`src/sv/skc_pkg.sv`:
```
`default_nettype none

package skc_pkg;

    localparam int NOW_W      = 32;
    localparam int SPEED_W    = 15;
    localparam int DRIVE_W    = 16;
    localparam int DELAY_W    = 16;
    localparam int CFG_IDX_W  = 2;
    localparam int CFG_DATA_W = 16;
    localparam int US_PER_MS  = 1000;

    // Holds (kick_delay_ms + 1) * 1000, at most 65536000.
    localparam int KICK_THR_W = 27;

    localparam logic [SPEED_W-1:0]    INTAKE_SPEED_RESET = 15'd8192;
    localparam logic [SPEED_W-1:0]    SHOOT_SPEED_RESET  = 15'd32767;
    localparam logic [KICK_THR_W-1:0] KICK_THR_RESET     = 27'd1001000;

    localparam logic signed [DRIVE_W-1:0] AXIS_THRESHOLD = -16'sd16384;

    typedef enum logic [CFG_IDX_W-1:0] {
        CFG_INTAKE_SPEED = 2'd0,
        CFG_SHOOT_SPEED  = 2'd1,
        CFG_KICK_DELAY   = 2'd2
    } cfg_idx_t;

    typedef enum logic [1:0] {
        KICK_NONE = 2'd0,
        KICK_FWD  = 2'd1,
        KICK_REV  = 2'd2
    } kick_t;

    typedef struct packed {
        logic [SPEED_W-1:0]    intake_speed;
        logic [SPEED_W-1:0]    shoot_speed;
        logic [KICK_THR_W-1:0] kick_thr;
    } cfg_t;

    typedef struct packed {
        logic                      intake_button;
        logic                      low_shot_button;
        logic                      high_shot_button;
        logic signed [DRIVE_W-1:0] stick_axis;
        logic [NOW_W-1:0]          now_us;
    } ctrl_item_t;

    typedef struct packed {
        logic signed [DRIVE_W-1:0] spinner_left;
        logic signed [DRIVE_W-1:0] spinner_right;
        kick_t                     kicker_command;
    } drive_item_t;

endpackage

`default_nettype wire

```
`src/sv/skc_stream_if.sv`:
```
`default_nettype none

interface skc_stream_if #(
    parameter type payload_t = logic
) ();

    logic     valid;
    logic     ready;
    payload_t data;

    modport source (
        output valid,
        output data,
        input  ready
    );

    modport sink (
        input  valid,
        input  data,
        output ready
    );

endinterface

`default_nettype wire

```
`src/sv/shooter_kicker_sequencer_top.sv`:
```
// Shooter and kicker sequencer.
// The ctrl channel takes one control tick per transfer: three buttons, the
// stick axis and a microsecond timestamp. The drive channel returns exactly
// one result per tick: left and right spinner drive and the kicker command.
// Registers are written through cfg_we / cfg_index / cfg_wdata; the user must
// do so only while no tick is in flight, which the block does not enforce. A
// kick delay write also forms the microsecond threshold. A tick passes the
// input register, then the result register, to drive.valid; the shot and
// manual-kick state is updated as it moves between the two, so the next tick
// sees it at once. A new tick is taken every cycle while drive is not stalled.
// If the receiver stalls, the result register holds and the input register
// still takes one more tick; ctrl.ready then drops until drive moves again.
// Reset clears the handshake state, the shot and manual-kick flags, and loads
// the register defaults (intake 8192, shoot 32767, delay 1000 ms).
`default_nettype none

module shooter_kicker_sequencer_top #(
    parameter int TIME_WIDTH = 32
) (
    input  wire logic                           clk,
    input  wire logic                           rst_n,
    skc_stream_if.sink                          ctrl,
    skc_stream_if.source                        drive,
    input  wire logic                           cfg_we,
    input  wire logic [skc_pkg::CFG_IDX_W-1:0]  cfg_index,
    input  wire logic [skc_pkg::CFG_DATA_W-1:0] cfg_wdata
);

    skc_pkg::cfg_t        cfg;
    skc_pkg::ctrl_item_t  in_item_reg;
    skc_pkg::drive_item_t out_item_reg;
    skc_pkg::drive_item_t result;

    logic in_valid_reg;
    logic in_valid_next;
    logic out_valid_reg;
    logic out_valid_next;
    logic ctrl_xfer;
    logic advance;

    skc_cfg u_cfg (
        .clk       (clk),
        .rst_n     (rst_n),
        .cfg_we    (cfg_we),
        .cfg_index (cfg_index),
        .cfg_wdata (cfg_wdata),
        .cfg       (cfg)
    );

    skc_core #(
        .TIME_WIDTH (TIME_WIDTH)
    ) u_core (
        .clk     (clk),
        .rst_n   (rst_n),
        .advance (advance),
        .item    (in_item_reg),
        .cfg     (cfg),
        .result  (result)
    );

    assign advance    = in_valid_reg & (~out_valid_reg | drive.ready);
    assign ctrl.ready = ~in_valid_reg | advance;
    assign ctrl_xfer  = ctrl.valid & ctrl.ready;

    assign in_valid_next  = ctrl_xfer | (in_valid_reg & ~advance);
    assign out_valid_next = advance | (out_valid_reg & ~drive.ready);

    always_ff @(posedge clk or negedge rst_n)
    begin
        if (!rst_n)
        begin
            in_valid_reg  <= 1'b0;
            out_valid_reg <= 1'b0;
        end
        else
        begin
            in_valid_reg  <= in_valid_next;
            out_valid_reg <= out_valid_next;
        end
    end

    always_ff @(posedge clk)
    begin
        if (ctrl_xfer)
        begin
            in_item_reg <= ctrl.data;
        end
        if (advance)
        begin
            out_item_reg <= result;
        end
    end

    assign drive.valid = out_valid_reg;
    assign drive.data  = out_item_reg;

endmodule

`default_nettype wire

```
`src/sv/skc_cfg.sv`:
```
`default_nettype none

module skc_cfg (
    input  wire logic                             clk,
    input  wire logic                             rst_n,
    input  wire logic                             cfg_we,
    input  wire logic [skc_pkg::CFG_IDX_W-1:0]    cfg_index,
    input  wire logic [skc_pkg::CFG_DATA_W-1:0]   cfg_wdata,
    output skc_pkg::cfg_t                         cfg
);

    logic [skc_pkg::SPEED_W-1:0]    intake_speed_reg;
    logic [skc_pkg::SPEED_W-1:0]    shoot_speed_reg;
    logic [skc_pkg::KICK_THR_W-1:0] kick_thr_reg;
    logic [skc_pkg::KICK_THR_W-1:0] kick_thr_next;

    // The kick fires when floor(elapsed / 1000) > delay, which is the same as
    // elapsed >= (delay + 1) * 1000, so the product is formed once per write.
    always_comb
    begin
        kick_thr_next = (skc_pkg::KICK_THR_W'(cfg_wdata[skc_pkg::DELAY_W-1:0])
                         + skc_pkg::KICK_THR_W'(1))
                        * skc_pkg::KICK_THR_W'(skc_pkg::US_PER_MS);
    end

    always_ff @(posedge clk or negedge rst_n)
    begin
        if (!rst_n)
        begin
            intake_speed_reg <= skc_pkg::INTAKE_SPEED_RESET;
            shoot_speed_reg  <= skc_pkg::SHOOT_SPEED_RESET;
            kick_thr_reg     <= skc_pkg::KICK_THR_RESET;
        end
        else if (cfg_we)
        begin
            case (skc_pkg::cfg_idx_t'(cfg_index))
                skc_pkg::CFG_INTAKE_SPEED:
                    intake_speed_reg <= cfg_wdata[skc_pkg::SPEED_W-1:0];
                skc_pkg::CFG_SHOOT_SPEED:
                    shoot_speed_reg <= cfg_wdata[skc_pkg::SPEED_W-1:0];
                skc_pkg::CFG_KICK_DELAY:
                    kick_thr_reg <= kick_thr_next;
                default:
                begin
                end
            endcase
        end
    end

    assign cfg.intake_speed = intake_speed_reg;
    assign cfg.shoot_speed  = shoot_speed_reg;
    assign cfg.kick_thr     = kick_thr_reg;

endmodule

`default_nettype wire

```
`src/sv/skc_core.sv`:
```
`default_nettype none

module skc_core #(
    parameter int TIME_WIDTH = 32
) (
    input  wire logic                 clk,
    input  wire logic                 rst_n,
    input  wire logic                 advance,
    input  wire skc_pkg::ctrl_item_t  item,
    input  wire skc_pkg::cfg_t        cfg,
    output skc_pkg::drive_item_t      result
);

    localparam int NOW_BITS = (TIME_WIDTH < skc_pkg::NOW_W) ? TIME_WIDTH : skc_pkg::NOW_W;
    localparam int CMP_W    = (TIME_WIDTH > skc_pkg::KICK_THR_W) ? TIME_WIDTH
                                                                 : skc_pkg::KICK_THR_W;

    logic                  manual_active_reg;
    logic                  manual_active_next;
    logic                  low_active_reg;
    logic                  low_active_next;
    logic [TIME_WIDTH-1:0] low_start_reg;
    logic [TIME_WIDTH-1:0] low_start_next;
    logic                  high_active_reg;
    logic                  high_active_next;
    logic [TIME_WIDTH-1:0] high_start_reg;
    logic [TIME_WIDTH-1:0] high_start_next;

    logic                  lone_intake;
    logic                  lone_low;
    logic                  lone_high;
    logic [TIME_WIDTH-1:0] now_t;
    logic [TIME_WIDTH-1:0] low_elapsed;
    logic [TIME_WIDTH-1:0] high_elapsed;
    logic                  low_fire;
    logic                  high_fire;
    logic [skc_pkg::DRIVE_W-1:0] intake_pos;
    logic [skc_pkg::DRIVE_W-1:0] intake_neg;
    logic [skc_pkg::DRIVE_W-1:0] shoot_pos;
    logic [skc_pkg::DRIVE_W-1:0] shoot_neg;

    assign lone_intake = item.intake_button & ~item.low_shot_button & ~item.high_shot_button;
    assign lone_low    = item.low_shot_button & ~item.intake_button & ~item.high_shot_button;
    assign lone_high   = item.high_shot_button & ~item.intake_button & ~item.low_shot_button;

    assign now_t = TIME_WIDTH'(item.now_us[NOW_BITS-1:0]);

    // A shot that starts in this tick has zero elapsed time and cannot fire.
    assign low_elapsed  = now_t - (low_active_reg ? low_start_reg : now_t);
    assign high_elapsed = now_t - (high_active_reg ? high_start_reg : now_t);
    assign low_fire  = CMP_W'(low_elapsed) >= CMP_W'(cfg.kick_thr);
    assign high_fire = CMP_W'(high_elapsed) >= CMP_W'(cfg.kick_thr);

    assign intake_pos = {1'b0, cfg.intake_speed};
    assign intake_neg = skc_pkg::DRIVE_W'(0) - intake_pos;
    assign shoot_pos  = {1'b0, cfg.shoot_speed};
    assign shoot_neg  = skc_pkg::DRIVE_W'(0) - shoot_pos;

    // Kicker commands are evaluated in priority order, the later one winning.
    always_comb
    begin
        result.spinner_left   = '0;
        result.spinner_right  = '0;
        result.kicker_command = skc_pkg::KICK_NONE;
        manual_active_next    = manual_active_reg;
        low_active_next       = low_active_reg;
        low_start_next        = low_start_reg;
        high_active_next      = high_active_reg;
        high_start_next       = high_start_reg;

        if (lone_intake)
        begin
            result.spinner_left  = intake_neg;
            result.spinner_right = intake_pos;
        end

        if ((item.stick_axis < skc_pkg::AXIS_THRESHOLD) && !manual_active_reg)
        begin
            manual_active_next    = 1'b1;
            result.kicker_command = skc_pkg::KICK_FWD;
        end
        if ((item.stick_axis > skc_pkg::AXIS_THRESHOLD) && manual_active_reg)
        begin
            manual_active_next    = 1'b0;
            result.kicker_command = skc_pkg::KICK_REV;
        end

        if (lone_low)
        begin
            low_active_next = 1'b1;
            if (!low_active_reg)
            begin
                low_start_next = now_t;
            end
            result.spinner_left  = shoot_pos;
            result.spinner_right = shoot_neg;
            if (low_fire)
            begin
                result.kicker_command = skc_pkg::KICK_FWD;
            end
        end
        if (!item.low_shot_button && low_active_reg)
        begin
            low_active_next       = 1'b0;
            result.kicker_command = skc_pkg::KICK_REV;
        end

        if (lone_high)
        begin
            high_active_next = 1'b1;
            if (!high_active_reg)
            begin
                high_start_next = now_t;
            end
            result.spinner_left  = shoot_neg;
            result.spinner_right = shoot_pos;
            if (high_fire)
            begin
                result.kicker_command = skc_pkg::KICK_FWD;
            end
        end
        if (!item.high_shot_button && high_active_reg)
        begin
            high_active_next      = 1'b0;
            result.kicker_command = skc_pkg::KICK_REV;
        end
    end

    always_ff @(posedge clk or negedge rst_n)
    begin
        if (!rst_n)
        begin
            manual_active_reg <= 1'b0;
            low_active_reg    <= 1'b0;
            high_active_reg   <= 1'b0;
        end
        else if (advance)
        begin
            manual_active_reg <= manual_active_next;
            low_active_reg    <= low_active_next;
            high_active_reg   <= high_active_next;
        end
    end

    // Start times are only read while their shot is active.
    always_ff @(posedge clk)
    begin
        if (advance)
        begin
            low_start_reg  <= low_start_next;
            high_start_reg <= high_start_next;
        end
    end

endmodule

`default_nettype wire

```
`src/flat_wrapper.sv`:
```
// flat-port wrapper written by rule: the top's interface ports become plain ports
module shooter_kicker_sequencer_top_flat import skc_pkg::*;
#(
    parameter int TIME_WIDTH = 32
)
  (clk, rst_n, cfg_we, cfg_index, cfg_wdata, ctrl_valid, ctrl_data, ctrl_ready, drive_valid, drive_data, drive_ready);
  skc_stream_if #(.payload_t(ctrl_item_t)) ctrl_i ();
  skc_stream_if #(.payload_t(drive_item_t)) drive_i ();
  input  wire logic clk;
  input  wire logic rst_n;
  input  wire logic cfg_we;
  input  wire logic [skc_pkg::CFG_IDX_W-1:0] cfg_index;
  input  wire logic [skc_pkg::CFG_DATA_W-1:0] cfg_wdata;
  input wire logic [$bits(ctrl_i.valid)-1:0] ctrl_valid;
  input wire logic [$bits(ctrl_i.data)-1:0] ctrl_data;
  output wire logic [$bits(ctrl_i.ready)-1:0] ctrl_ready;
  output wire logic [$bits(drive_i.valid)-1:0] drive_valid;
  output wire logic [$bits(drive_i.data)-1:0] drive_data;
  input wire logic [$bits(drive_i.ready)-1:0] drive_ready;
  assign ctrl_i.valid = ctrl_valid;
  assign ctrl_i.data = ctrl_data;
  assign ctrl_ready = ctrl_i.ready;
  assign drive_valid = drive_i.valid;
  assign drive_data = drive_i.data;
  assign drive_i.ready = drive_ready;
  shooter_kicker_sequencer_top #(.TIME_WIDTH(TIME_WIDTH)) u_core (.clk(clk), .rst_n(rst_n), .ctrl(ctrl_i), .drive(drive_i), .cfg_we(cfg_we), .cfg_index(cfg_index), .cfg_wdata(cfg_wdata));
endmodule
```
`config.mk`:
```
export PLATFORM = sky130hd
export DESIGN_NAME = shooter_kicker_sequencer_top_flat
export DESIGN_NICKNAME = d
export VERILOG_FILES = /design/src/sv/skc_pkg.sv /design/src/sv/skc_stream_if.sv /design/src/sv/shooter_kicker_sequencer_top.sv /design/src/sv/skc_cfg.sv /design/src/sv/skc_core.sv /design/src/flat_wrapper.sv
export SDC_FILE = /design/constraint.sdc
export NUM_CORES = 1
export LEC_CHECK = 0
export ABC_AREA = 1
export BUFFER_PORTS_ARGS = -buffer_cell sky130_fd_sc_hd__buf_4
export CAP_MARGIN = 20
export CORE_MARGIN = 3
export CORE_UTILIZATION = 50
export CTS_BUF_LIST = sky130_fd_sc_hd__clkbuf_8
export DETAILED_ROUTE_END_ITERATION = 10
export PLACE_DENSITY = 0.7
export SLEW_MARGIN = 20
export SYNTH_ARGS = -nofsm -noshare
export SYNTH_HDL_FRONTEND = slang
export SYNTH_SLANG_ARGS = --single-unit
export TNS_END_PERCENT = 100
```
`constraint.sdc`:
```
create_clock -name clk -period 4.63 [get_ports clk]
set_input_delay 0.6945 -clock clk [delete_from_list [all_inputs] [get_ports clk]]
set_output_delay 0.6945 -clock clk [all_outputs]
set_load 0.03 [all_outputs]
```
Yosys cells after proc, flatten, opt, wreduce, memory -nomap -nowiden --
Index checks and enable logic that the tools add are counted.
Word-level totals: flip-flop bits (word level) 208, bits in latches 0, RAM bits 0, ROM bits 0, input port bits 74, logic and storage cells 87, memories kept 0
Cells by class: add/sub/neg operators 5, multipliers 1, divide/modulo/power cells 0, $lt $le $gt $ge 4, equality and inequality tests 2, shift-type cells 0, mux-type cells 16, bitwise logic cells 21, reduce and logical (&&, ||, !) cells 19
Operator list (count):
- $mux 32 | 3
- $mux 34 | 2
- $ge 32x27->1 | 2
- $sub 32x32->32 | 2
- $sub 1x15->16 const A | 2
- $mul 27x7->24 const B | 1
- $add 16x1->17 const B | 1
- $gt 16x15->1 const B | 1
- $lt 16x15->1 const B | 1
- $reduce_and 2->1 | 8
- $and 1x1->1 | 10
- $mux 2 | 4
- $mux 1 | 7
- $not 1->1 | 7
- $reduce_bool 2->1 | 3
- $logic_and 1x1->1 | 4
- $or 1x1->1 | 4
- $logic_not 1->1 | 3
- $eq 2x1->1 const B | 1
- $eq 2x2->1 const B | 1
- $logic_not 2->1 | 1

Logic depth before layout (Yosys ltp) --
word-level depth 9, depth in mapped cells 32

By module --
A second synthesis with hierarchy kept.
Second synthesis, totals: cells, all modules 2175, area, all modules 17307.8 µm²
Modules (own cells, without submodules):
- skc_core | times used 1, cells an instance 1360, area each 9171.3 µm², seq. area each 1996.9 µm²
- skc_cfg | times used 1, cells an instance 718, area each 5489.0 µm², seq. area each 1382.6 µm²
- shooter_kicker_sequencer_top | times used 1, cells an instance 97, area each 2647.5 µm², seq. area each 2602.5 µm²

Worst setup path after synthesis --
No wires, ideal clock.
path type input to register, from input cfg_wdata[1] in the netlist's numbering, to register u_core.u_cfg.kick_thr_reg[25] in the netlist's numbering, arrival time 5.526 ns, setup slack -1.027 ns, cell stages on the path 27, cell sequence nand2_1 > nor2_2 > nand3_1 > nor3_2 > inv_1 > nor2_2 > nand4_2 > xor2_1 > inv_1 > fa_1 > inv_1 > fa_1 > inv_1 > fa_1 > inv_1 > fa_1 > inv_1 > ha_1 > a21oi_1 > o21ai_0 > a31oi_1 > nand3_1 > a21oi_1 > o21ai_0 > or2_2 > nand3_1 > o21ai_0
On the way: cells in the longest elaborated chain, start to end 2
RTL lines:
- from (decl) | RTL line flat_wrapper.sv:13 | input wire logic [skc_pkg::CFG_DATA_W-1:0] cfg_wdata;
- $add 16x1->17 | RTL line skc_cfg.sv:22 | + skc_pkg::KICK_THR_W'(1))
- $mul 27x7->24 | RTL line skc_cfg.sv:23 | * skc_pkg::KICK_THR_W'(skc_pkg::US_PER_MS);
- to (signal assigned) | RTL line skc_cfg.sv:32 | kick_thr_reg <= skc_pkg::KICK_THR_RESET;
- to (signal assigned) | RTL line skc_cfg.sv:42 | kick_thr_reg <= kick_thr_next;
- to (decl) | RTL line skc_cfg.sv:14 | logic [skc_pkg::KICK_THR_W-1:0] kick_thr_reg;
No other way between the ends. A chain may end at the register's enable or synchronous reset.

Final worst setup path --
Ends and elaborated chain as after synthesis.

==> summary.txt <==
Status
  • Status: complete, but fails checks
  • Violated checks: negative setup slack

Finish
  • Commonest non-fill, non-tap cell in the layout: nand2_1
  • Commonest non-fill, non-tap cells in the layout: nand2_1, inv_1, buf_4
  • Share of layout cells above drive strength 1: 0.242
  • # diodes: 0
  • Final core occ: 0.634
  • Max reg flops: 51
  • Design area: 20800 µm²
  • P&R area growth vs syn: 23.8%
  • Final net count: 2600
  • Non-Filler Instances: 2768

Flow run
  • Max Cap Viol: 0

Drt
  • Post-DR wirelength/cell: between 15 and 20 µm
  • Final ANT Viol Nets: 0
  • DRC: 0
  • Initial DRC Count: ~860
  • WL final: 42200 µm
  • Via density per instance: around 5.1
  • Vias: 14200
  • DRT Pass-1 Iters: 6

Clock tree
  • Maximum level of the CTS H-tree: 2
  • TritonCTS clock tree: yes
  • CTS root buf: clkbuf_8
  • Worst skew pair latency: 0.56 ns
  • Clk buf depth: 3
  • Clk sinks: 207
  • Hold_buf cts: 0
  • Clk pin slew, worst setup/hold paths: 0.06 ns
  • Clock buffer count from CTS: 38

GRT
  • GRT Resource Usage Total: 0.232
  • Initial antenna violation count: 0
  • Total grt overflow: 0
  • First-pass GRT wire length: between 60000 and 70000 µm
  • Pin count of the biggest net entering global routing: 60
  • Vias in the first global route: 13900

Floorplanning
  • Die area: 35800 µm²
  • Boundary Pins: 110
  • Initial Utilization: 0.512
  • Die width: 189 µm
  • Core box area: 32800 µm²
  • Die extent in y: 189 µm
  • # rows: 66

Worst setup path
  • Top cell family by delay on the critical path: adder cells
  • Req. time, crit path: 5.06 ns
  • Reg2reg setup slack: 0.23 ns
  • Worst path bufs/invs: 5
  • Crit path arrival time: 5.44 ns
  • Crit path largest cell delay: 0.55 ns
  • CP max stage cell: fa_1
  • CP Launch Type: input pin
  • CP most frequent cell: fa_1
  • Kind of critical path: input pin to flip-flop
  • CP Capture Type: flip-flop
  • Max FO, Critical Path: 4

Yosys
  • Distinct cells, synth: 53
  • Seq/Total Area, Yosys: 0.354
  • Mean post-synth cell area: 8.28 µm²
  • Post-synthesis cell area: between 15000 and 20000 µm²
  • Syn. warnings: 0
  • Syn Nets: about 2300
  • Post-synth top flop: edfxtp_1
  • Number of synthesized flops with an enable pin: about 150
  • Post-synthesis cell count: 2028
  • FFs w/ async S/R, synth: 0.285
  • Synth Register Bits: 207

Power
  • Design Power: 13400 µW
  • Leakage power total: 0.00984 µW
  • Max VDD drop: 427 µV
  • P per Cell Area: 643 nW/µm²

Timing
  • Clock Skews: 0.0242 ns
  • Crit share post-route: 1.08
  • Final setup margin: -0.376 ns
  • Achievable frequency: 200 MHz
  • Slew Limit Headroom: 0.328
  • Final hold slack: 0.187 ns
  • Slew Limit Fails: 0
  • Setup violations, final: 11
  • Worst slew pin tran: 1.01 ns
  • Hold Violations, Final: 0
  • Final Critical Period: about 5 ns
  • RSZ-0062 raised after global routing: true

Placed design
  • Gpl congestion: approximately 0.9
  • Cells after DPL: 2673
  • Dpl hpwl: about 33000 µm
  • Port Buffers: 109
  • Area after DPL: 19300 µm²

Hold path
  • Hold crit path type: input pin to async pin
[per-layer routing]
metal  share of wire  track usage
met1            0.46        0.319
met2            0.47        0.390
met3           0.044       0.0294
met4           0.023       0.0640
met5               0            0
[timing repair]
item,CTS,global route
pin swaps,41,48
buffers inserted,11,20
gates resized for setup,45,76
endpoints found under the setup margin,13,15
[final cells by class]
cell class | count | area (µm²)
Multi-Input combinational cell | 1424 | 10100
Clock buffer | 38 | 523
Sequential cell | 207 | 5950
Fill cell | 2773 | 12000
Timing Repair Buffer | 262 | 2060
Inverter | 366 | 1380
Clock inverter | 29 | 213
Tap cell | 442 | 553
[final timing paths]
kind                                               start                                to  cells past startpoint
setup / recovery                            cfg_wdata[1]     u_core.u_cfg.kick_thr_reg[25]                     27
hold / removal                                     rst_n     u_core.u_cfg.kick_thr_reg[25]                      1
setup reg to reg           u_core.u_core.high_active_reg              u_core.drive.data[0]                     23
hold reg to reg            u_core.u_cfg.kick_thr_reg[19]     u_core.u_cfg.kick_thr_reg[19]                      2
max in group asynchronous                          rst_n  u_core.u_cfg.intake_speed_reg[5]                      1
min in group clk                           ctrl_data[49]            u_core.in_item_reg[49]                      1
[cell usage after synthesis, types with 19 or more instances]
cell type,number,area share
o21ai_0,153,0.046
nand3_1,69,0.021
or2_2,63,0.023
nor3_1,19,0.0057
xnor2_1,30,0.016
nor2_1,111,0.025
dfstp_2,25,0.039
xor2_1,61,0.032
ha_1,168,0.13
clkbuf_1,28,0.0063
a21oi_1,106,0.032
edfxtp_1,148,0.26
inv_1,360,0.080
dfrtp_1,34,0.051
nand2_1,446,0.10
fa_1,59,0.070
[cell families (layout without fill, tap and decap cells)]
group | count (synthesis) | after routing | synth area share
adders and majority gates | 227 | 227 | 0.195
DFF | 207 | 207 | 0.354
xor gates and xnor gates | 91 | 91 | 0.0474
AOI/OAI and AO/OA | 339 | 339 | 0.114
buffers and inverters | 397 | 695 | 0.0891
and+or+nand+nor | 767 | 767 | 0.200
[power breakdown]
part,switching (µW),leakage (µW),internal (µW),total (µW)
Sequential,148,0.00208,2350,2500
Clock,798,0.000397,939,1740
Combinational,5170,0.00736,3960,9130
[stage by stage]
stage          TNS, ns  worst slack, ns
2_1_floorplan    -3.99           -0.691
3_3_place_gp    -11.55            -1.07
3_5_place_dp    -13.29            -1.21
4_1_cts          -1.25           -0.260
5_1_grt          -4.70           -0.613
6_report         -2.24           -0.376
Power figures use the tool's default switching activity.
